===== src/rtl/hrl_pkg.sv =====
// hrl_pkg: shared types, character codes and the digit mapping of the
// hex record line decoder. No dependencies.
package hrl_pkg;

  localparam logic [7:0] CHAR_COLON    = 8'h3A;
  localparam logic [7:0] CHAR_CR       = 8'h0D;
  localparam logic [7:0] CHAR_ZERO     = 8'h30;
  localparam logic [7:0] CHAR_NINE     = 8'h39;
  localparam logic [7:0] LETTER_OFFSET = 8'h37;
  localparam logic [7:0] INDEX_MAX     = 8'hFF;

  localparam logic [2:0] ROLE_COUNT     = 3'd0;
  localparam logic [2:0] ROLE_ADDR_HIGH = 3'd1;
  localparam logic [2:0] ROLE_ADDR_LOW  = 3'd2;
  localparam logic [2:0] ROLE_TYPE      = 3'd3;
  localparam logic [2:0] ROLE_PAYLOAD   = 3'd4;
  localparam logic [2:0] ROLE_VERDICT   = 3'd5;

  typedef enum logic {
    OP_DIGIT,
    OP_EOL
  } op_t;

  typedef struct packed {
    op_t        op;
    logic [7:0] value;
  } entry_t;

  typedef struct packed {
    logic   valid;
    entry_t entry;
  } push_t;

  // '0'..'9' map to c-0x30, everything else wraps c-0x37 mod 256
  function automatic logic [7:0] digit_value(input logic [7:0] c);
    logic is_dec;
    is_dec = (c >= CHAR_ZERO) && (c <= CHAR_NINE);
    return is_dec ? (c - CHAR_ZERO) : (c - LETTER_OFFSET);
  endfunction

endpackage


===== src/rtl/hrl_if.sv =====
// Channel interfaces of the hex record line decoder: character words in,
// result words out. Depends on nothing.
interface hrl_char_if;
  logic       valid;
  logic       ready;
  logic [7:0] character;
  logic       end_of_line;

  modport source (output valid, character, end_of_line, input ready);
  modport sink (input valid, character, end_of_line, output ready);
endinterface

interface hrl_result_if;
  logic       valid;
  logic       ready;
  logic [7:0] byte_value;
  logic [2:0] role;
  logic [7:0] byte_index;
  logic       record_ok;
  logic       last;

  modport source (output valid, byte_value, role, byte_index, record_ok, last,
                  input ready);
  modport sink (input valid, byte_value, role, byte_index, record_ok, last,
                output ready);
endinterface


===== src/rtl/hrl_front.sv =====
// Front end: accepts character words, drops separators, maps digits.
// Depends on hrl_pkg and hrl_char_if.
module hrl_front import hrl_pkg::*; (
  hrl_char_if.sink char_in,
  input  logic     q_full,
  output push_t    push
);

  logic skip;

  assign skip         = (char_in.character == CHAR_COLON) ||
                        (char_in.character == CHAR_CR);
  assign char_in.ready = !q_full;

  always_comb begin
    push.valid       = char_in.valid && !q_full && (char_in.end_of_line || !skip);
    push.entry.op    = char_in.end_of_line ? OP_EOL : OP_DIGIT;
    push.entry.value = digit_value(char_in.character);
  end

endmodule


===== src/rtl/hrl_queue.sv =====
// Short register queue between front and back end.
// Depends on hrl_pkg.
module hrl_queue import hrl_pkg::*; #(
  parameter int DEPTH = 4
) (
  input  logic   clk,
  input  logic   rst,
  input  push_t  push,
  output logic   full,
  output logic   q_valid,
  output entry_t q_entry,
  input  logic   pop
);

  localparam int PW = (DEPTH > 1) ? $clog2(DEPTH) : 1;
  localparam int CW = $clog2(DEPTH + 1);

  entry_t         slots [DEPTH];
  logic [PW-1:0]  wr_ptr;
  logic [PW-1:0]  rd_ptr;
  logic [CW-1:0]  count;
  logic           do_push;
  logic           do_pop;

  assign full    = (count == CW'(DEPTH));
  assign q_valid = (count != '0);
  assign q_entry = slots[rd_ptr];
  assign do_push = push.valid && !full;
  assign do_pop  = pop && q_valid;

  always_ff @(posedge clk) begin
    if (do_push) begin
      slots[wr_ptr] <= push.entry;
    end
    if (rst) begin
      wr_ptr <= '0;
      rd_ptr <= '0;
      count  <= '0;
    end else begin
      if (do_push) begin
        wr_ptr <= (wr_ptr == PW'(DEPTH - 1)) ? '0 : wr_ptr + 1'b1;
      end
      if (do_pop) begin
        rd_ptr <= (rd_ptr == PW'(DEPTH - 1)) ? '0 : rd_ptr + 1'b1;
      end
      if (do_push && !do_pop) begin
        count <= count + 1'b1;
      end else if (do_pop && !do_push) begin
        count <= count - 1'b1;
      end
    end
  end

endmodule


===== src/rtl/hrl_back.sv =====
// Back end: pairs digits into bytes, keeps the line checksum and drives
// the result register. Depends on hrl_pkg and hrl_result_if.
module hrl_back import hrl_pkg::*; (
  input  logic     clk,
  input  logic     rst,
  input  logic     q_valid,
  input  entry_t   q_entry,
  output logic     pop,
  hrl_result_if.source rec_out
);

  logic       nibble_pending, nibble_pending_next;
  logic [3:0] high_digit, high_digit_next;
  logic [7:0] bytes_seen, bytes_seen_next;
  logic [7:0] running_sum, running_sum_next;
  logic [7:0] last_byte, last_byte_next;
  logic       line_has_chars, line_has_chars_next;

  logic       emit;
  logic [7:0] res_value, res_index;
  logic [2:0] res_role;
  logic       res_ok, res_last;
  logic [7:0] new_byte;

  // advance when the result register is free or being drained
  assign pop      = q_valid && (!rec_out.valid || rec_out.ready);
  assign new_byte = {high_digit, 4'h0} + q_entry.value;

  always_comb begin
    nibble_pending_next = nibble_pending;
    high_digit_next     = high_digit;
    bytes_seen_next     = bytes_seen;
    running_sum_next    = running_sum;
    last_byte_next      = last_byte;
    line_has_chars_next = line_has_chars;
    emit      = 1'b0;
    res_value = new_byte;
    res_role  = (bytes_seen < 8'd4) ? bytes_seen[2:0] : ROLE_PAYLOAD;
    res_index = bytes_seen;
    res_ok    = 1'b0;
    res_last  = 1'b0;
    unique case (q_entry.op)
      OP_EOL: begin
        emit      = line_has_chars;
        res_value = (bytes_seen != '0) ? last_byte : 8'h00;
        res_role  = ROLE_VERDICT;
        res_ok    = (bytes_seen != '0) && (running_sum == '0);
        res_last  = 1'b1;
        nibble_pending_next = 1'b0;
        high_digit_next     = '0;
        bytes_seen_next     = '0;
        running_sum_next    = '0;
        last_byte_next      = '0;
        line_has_chars_next = 1'b0;
      end
      OP_DIGIT: begin
        line_has_chars_next = 1'b1;
        if (!nibble_pending) begin
          high_digit_next     = q_entry.value[3:0];
          nibble_pending_next = 1'b1;
        end else begin
          emit                = 1'b1;
          nibble_pending_next = 1'b0;
          high_digit_next     = '0;
          running_sum_next    = running_sum + new_byte;
          last_byte_next      = new_byte;
          if (bytes_seen != INDEX_MAX) begin
            bytes_seen_next = bytes_seen + 8'd1;
          end
        end
      end
      default: begin
      end
    endcase
  end

  always_ff @(posedge clk) begin
    if (rst) begin
      nibble_pending <= 1'b0;
      high_digit     <= '0;
      bytes_seen     <= '0;
      running_sum    <= '0;
      last_byte      <= '0;
      line_has_chars <= 1'b0;
      rec_out.valid  <= 1'b0;
    end else begin
      if (pop) begin
        nibble_pending <= nibble_pending_next;
        high_digit     <= high_digit_next;
        bytes_seen     <= bytes_seen_next;
        running_sum    <= running_sum_next;
        last_byte      <= last_byte_next;
        line_has_chars <= line_has_chars_next;
        rec_out.valid  <= emit;
      end else if (rec_out.ready) begin
        rec_out.valid <= 1'b0;
      end
    end
  end

  // payload holds until the next popped word overwrites it
  always_ff @(posedge clk) begin
    if (pop) begin
      rec_out.byte_value <= res_value;
      rec_out.role       <= res_role;
      rec_out.byte_index <= res_index;
      rec_out.record_ok  <= res_ok;
      rec_out.last       <= res_last;
    end
  end

endmodule


===== src/rtl/hex_record_line_decoder.sv =====
// Top level of the hex record line decoder: front end, queue, back end.
// Depends on hrl_pkg, hrl_if, hrl_front, hrl_queue and hrl_back.
//
//   channel   dir  word contents
//   char_in   in   character[7:0], end_of_line
//   rec_out   out  byte_value[7:0], role[2:0], byte_index[7:0], record_ok, last
//
// One character word is taken per cycle while the queue is not full; a word
// that yields a result passes a queue slot, then the result register.
// The back end processes one queued word per cycle while the result register
// is free or being drained; it adds each byte into an 8-bit running sum.
// A stall on rec_out fills the queue (QUEUE_DEPTH words); char_in.ready
// drops only when the queue is full. Synchronous reset clears all line state.
module hex_record_line_decoder import hrl_pkg::*; #(
  parameter int QUEUE_DEPTH = 4
) (
  input logic clk,
  input logic rst,
  hrl_char_if.sink     char_in,
  hrl_result_if.source rec_out
);

  push_t  push;
  logic   q_full;
  logic   q_valid;
  entry_t q_entry;
  logic   pop;

  hrl_front u_front (
    .char_in (char_in),
    .q_full  (q_full),
    .push    (push)
  );

  hrl_queue #(
    .DEPTH (QUEUE_DEPTH)
  ) u_queue (
    .clk     (clk),
    .rst     (rst),
    .push    (push),
    .full    (q_full),
    .q_valid (q_valid),
    .q_entry (q_entry),
    .pop     (pop)
  );

  hrl_back u_back (
    .clk     (clk),
    .rst     (rst),
    .q_valid (q_valid),
    .q_entry (q_entry),
    .pop     (pop),
    .rec_out (rec_out)
  );

endmodule


===== src/flat_wrapper.sv =====
// flat-port wrapper written by rule: the top's interface ports become plain ports
module hex_record_line_decoder_flat import hrl_pkg::*;
#(
  parameter int QUEUE_DEPTH = 4
)
  (clk, rst, char_in_valid, char_in_character, char_in_end_of_line, char_in_ready, rec_out_valid, rec_out_byte_value, rec_out_role, rec_out_byte_index, rec_out_record_ok, rec_out_last, rec_out_ready);
  hrl_char_if char_in_i ();
  hrl_result_if rec_out_i ();
  input logic clk;
  input logic rst;
  input wire logic [$bits(char_in_i.valid)-1:0] char_in_valid;
  input wire logic [$bits(char_in_i.character)-1:0] char_in_character;
  input wire logic [$bits(char_in_i.end_of_line)-1:0] char_in_end_of_line;
  output wire logic [$bits(char_in_i.ready)-1:0] char_in_ready;
  output wire logic [$bits(rec_out_i.valid)-1:0] rec_out_valid;
  output wire logic [$bits(rec_out_i.byte_value)-1:0] rec_out_byte_value;
  output wire logic [$bits(rec_out_i.role)-1:0] rec_out_role;
  output wire logic [$bits(rec_out_i.byte_index)-1:0] rec_out_byte_index;
  output wire logic [$bits(rec_out_i.record_ok)-1:0] rec_out_record_ok;
  output wire logic [$bits(rec_out_i.last)-1:0] rec_out_last;
  input wire logic [$bits(rec_out_i.ready)-1:0] rec_out_ready;
  assign char_in_i.valid = char_in_valid;
  assign char_in_i.character = char_in_character;
  assign char_in_i.end_of_line = char_in_end_of_line;
  assign char_in_ready = char_in_i.ready;
  assign rec_out_valid = rec_out_i.valid;
  assign rec_out_byte_value = rec_out_i.byte_value;
  assign rec_out_role = rec_out_i.role;
  assign rec_out_byte_index = rec_out_i.byte_index;
  assign rec_out_record_ok = rec_out_i.record_ok;
  assign rec_out_last = rec_out_i.last;
  assign rec_out_i.ready = rec_out_ready;
  hex_record_line_decoder #(.QUEUE_DEPTH(QUEUE_DEPTH)) u_core (.clk(clk), .rst(rst), .char_in(char_in_i), .rec_out(rec_out_i));
endmodule

===== config.mk =====
export PLATFORM = sky130hd
export DESIGN_NAME = hex_record_line_decoder_flat
export DESIGN_NICKNAME = d
export VERILOG_FILES = /design/src/rtl/hrl_pkg.sv /design/src/rtl/hrl_if.sv /design/src/rtl/hrl_front.sv /design/src/rtl/hrl_queue.sv /design/src/rtl/hrl_back.sv /design/src/rtl/hex_record_line_decoder.sv /design/src/flat_wrapper.sv
export SDC_FILE = /design/constraint.sdc
export NUM_CORES = 1
export LEC_CHECK = 0
export BUFFER_PORTS_ARGS = -buffer_cell sky130_fd_sc_hd__buf_2
export CORE_MARGIN = 2
export CORE_UTILIZATION = 53
export DETAILED_ROUTE_END_ITERATION = 10
export PLACE_DENSITY = 0.75
export SYNTH_ARGS = -nofsm -noshare
export SYNTH_HDL_FRONTEND = slang
export SYNTH_SLANG_ARGS = --single-unit
export TNS_END_PERCENT = 10

===== constraint.sdc =====
create_clock -name clk -period 2.9 [get_ports clk]
set_clock_uncertainty 0.15 [all_clocks]
set_input_delay 0.29 -clock clk [delete_from_list [all_inputs] [get_ports clk]]
set_output_delay 0.29 -clock clk [all_outputs]
set_load 0.02 [all_outputs]

==> flow_metrics.env <==
export IMPL_yosysTopAreaCell="edfxtp_1"
export IMPL_regArea_um2=2514
export IMPL_gp_congestion=0.8228
export IMPL_crit_type="reg2reg"
export IMPL_crit_buf_inv=0
export IMPL_rsz0062_at_grt="true"
export IMPL_period_needed_ps=2948
export IMPL_critPathRequiredTime_ps=3040
export IMPL_ios=36
export IMPL_syn_to_final_growth_pct=15.31
export IMPL_yosysWarnings=0
export IMPL_multiInputGateArea_um2=1760
export IMPL_grt_pass1_vias=2719
export IMPL_synth_ff_type="edfxtp_1"
export IMPL_drc=0
export IMPL_netlist_instances=344
export IMPL_max_cap_violations=0
export IMPL_die_x_um=94.73
export IMPL_hold_class="in2reg"
export IMPL_n_antenna_cell=0
export IMPL_drive_gt1_frac=0.2360
export IMPL_setup_viol=1
export IMPL_start_util=0.5391
export IMPL_synth_area_leaders="edfxtp_1 (39%), dfxtp_1 (18%), ha_1 (6.9%)"
export IMPL_io_buffers=35
export IMPL_violations="negative setup slack"
export IMPL_cp_start_kind="register"
export IMPL_yosysSeqAreaShare=0.5759
export IMPL_worst_setup_path_end_kind="register"
export IMPL_grt_max_degree=22
export IMPL_syn_area_um2=4363
export IMPL_hold_violations=0
export IMPL_cts_path_max_buffers=2
export IMPL_cp_depth=9
export IMPL_synth_nets=384
export IMPL_powerDensity_nw_per_um2=994.3
export IMPL_rows=33
export IMPL_final_area_um2=5031
export IMPL_antenna_found_initial=0
export IMPL_design_core_area_um2=8093
export IMPL_layout_setup_ws_ps=-48.28
export IMPL_cts_buffers=9
export IMPL_synth_distinct_cells=44
export IMPL_die_area_um2=8974
export IMPL_routed_wirelength_mm=7.729
export IMPL_leakage_nw=2.012
export IMPL_relSlewSlack=0.3182
export IMPL_clock_sinks=97
export IMPL_placed_cells=497
export IMPL_critPathMaxStageDelay_ps=530
export IMPL_status="finished with violations"
export IMPL_synthArstFlopShare=0
export IMPL_drtIter0Drc=97
export IMPL_tightestPinTransition_ps=1019
export IMPL_num_nets_final=446
export IMPL_cp_arrival_ps=3090
export IMPL_placed_area_um2=4787
export IMPL_nFillCells=669
export IMPL_htreeDepth=3
export IMPL_crit_family="adder cells"
export IMPL_dp_hpwl_mm=5.449
export IMPL_ir_drop_v=0.0003717
export IMPL_root_buffer="clkbuf_8"
export IMPL_synth_edff_count=57
export IMPL_reg2reg_depth=9
export IMPL_fin_crit_sh=1.017
export IMPL_grt_overflow=0
export IMPL_grt_pass1_wl_mm=12.82
export IMPL_antenna_left=0
export IMPL_via_per_inst=5.422
export IMPL_path_max_fanout=3
export IMPL_cts_tree="built"
export IMPL_hold_depth=3
export IMPL_cpMaxStageDelayCell="mux4_2"
export IMPL_pre_cts_ws_ps=-160.1
export IMPL_track_usage=0.1875
export IMPL_cp_cell_sequence="mux4_2 > ha_4 > fa_2 > ha_2 > or4_4 > o22ai_2 > xnor2_1 > a21oi_1 > o22ai_1"
export IMPL_clkTransAtPathRegs_ps=100
export IMPL_yosysMostFrequentCell="edfxtp_1"
export IMPL_slew_viol_final=0
export IMPL_firstDrtPassIters=4
export IMPL_num_vias=2798
export IMPL_clk_latency_ps=370
export IMPL_synth_avg_cell_area_um2=12.68
export IMPL_wl_per_cell_um=14.98
export IMPL_fmax_mhz=339.2
export IMPL_stdcell_count=516
export IMPL_ys_ff_latch=97
export IMPL_netlist_top_cells_count="edfxtp_1 (57), dfxtp_1 (40), nor2_1 (28)"
export IMPL_yosysTopAreaCellShare=0.3923
export IMPL_die_height_um=94.73
## flip-flops by register name, indices dropped and copies added, names as in the netlist, 2 cells and up, named ones only
signal	count
u_core.u_queue.rd_ptr	2
u_core.u_back.high_digit	4
u_core.u_back.rec_out.byte_value	8
u_core.u_back.last_byte	8
u_core.u_queue.count	3
u_core.u_back.rec_out.byte_index	8
u_core.u_back.rec_out.role	3
u_core.u_back.running_sum	8
u_core.u_back.bytes_seen	8
u_core.u_queue.wr_ptr	2
u_core.u_queue.slots	36
## metrics by stage
| stage | hold WS (ps) | TNS, ps | power [mW] | util |
|---|---|---|---|---|
| CTS | 54.18 | -32.11 | 4.970 | 0.6194 |
| detailed placement | 302.8 | -211.4 | 4.084 | 0.5915 |
| floorplan | 238.9 | -148.8 | 3.437 | - |
| global placement | 288.9 | -138.6 | 4.030 | 0.5915 |
| finish | 61.14 | -48.28 | 5.002 | 0.6217 |
| global route | 68.92 | -161.6 | 5.313 | 0.6217 |
## cell type report
| class | instances | share of cell area |
|---|---|---|
| clock buffer | 10 | 0.02736 |
| clock inverter | 6 | 0.009699 |
| inverter | 17 | 0.01318 |
| multi-input combinational | 220 | 0.3499 |
| sequential | 97 | 0.4996 |
| tap | 105 | 0.02611 |
| timing repair buffer | 61 | 0.07411 |
## worst min-delay path, stage by stage
cell,delay [ps]
buf_2,70
nand2b_1,120
a21oi_1,60
## layer usage
layer | vias to the layer above | routed length [µm] | track usage | share of wire
met5 | - | 0 | 0 | 0
met4 | 0 | 116 | 0.07126 | 0.015
met3 | 12 | 282 | 0.03591 | 0.036
met2 | 67 | 3920 | 0.3239 | 0.51
met1 | 1337 | 3410 | 0.2335 | 0.44
li1 | 1382 | - | - | -
## placed cells by master, fill, tap and decap left out, types with 3 or more instances in the layout
| cell | netlist | layout |
|---|---|---|
| a211oi_1 | 4 | 4 |
| nand3_1 | 7 | 7 |
| dfxtp_1 | 40 | 39 |
| ha_2 | 0 | 3 |
| buf_4 | 1 | 25 |
| nand4_1 | 3 | 3 |
| buf_2 | 0 | 35 |
| nor4_1 | 3 | 3 |
| a21oi_1 | 15 | 14 |
| mux4_2 | 1 | 4 |
| a22o_1 | 17 | 17 |
| a21o_1 | 5 | 5 |
| o21ai_0 | 14 | 14 |
| edfxtp_1 | 57 | 57 |
| clkbuf_8 | 0 | 10 |
| nor2_1 | 28 | 28 |
| inv_1 | 16 | 16 |
| mux2i_1 | 6 | 6 |
| nand2b_1 | 3 | 3 |
| and3_1 | 4 | 4 |
| nor3_1 | 3 | 3 |
| and2_1 | 4 | 4 |
| xnor2_1 | 12 | 12 |
| mux4_1 | 7 | 4 |
| ha_1 | 24 | 20 |
| xor2_1 | 9 | 8 |
| nand2_1 | 27 | 27 |
## repair_timing
action | CTS | global route
pin swaps | 7 | 5
endpoints found under the hold margin | 4 | 0
hold buffers | 1 | 0
resized for setup | 6 | 5
endpoints found under the setup margin | 2 | 2
buffers inserted | 1 | 1
## report_power, final
group / leakage (nW) / switching, mW / internal [mW] / total, mW
sequential: 0.869 / 0.146 / 1.86 / 2.00
combinational: 1.04 / 1.20 / 0.952 / 2.16
clock: 0.0995 / 0.495 / 0.348 / 0.843
## worst paths after layout
check	from	end	slack [ps]
worst min register to register	u_core.u_back.last_byte[7]	u_core.u_back.last_byte[7]	330
worst max register to register	register	u_core.u_back.running_sum[7]	-50
worst max-delay path	register	u_core.u_back.running_sum[7]	-50
worst min-delay path	rec_out_ready	u_core.u_back.rec_out.valid	60
## logic make-up (layout without fill, tap and decap cells)
kind of cell               after synthesis  count (layout)  share of synthesized area
DFF                                     97              97                     0.5759
muxes                                   16              16                    0.06711
AOI/OAI and AO/OA                       66              66                     0.1015
and+or+nand+nor                         89              89                    0.09894
adders and majority gates               27              27                    0.08259
xor gates and xnor gates                22              22                    0.04589
buffers and inverters                   27              94                    0.02811
No activity file was read; power rests on OpenSTA's default activity.
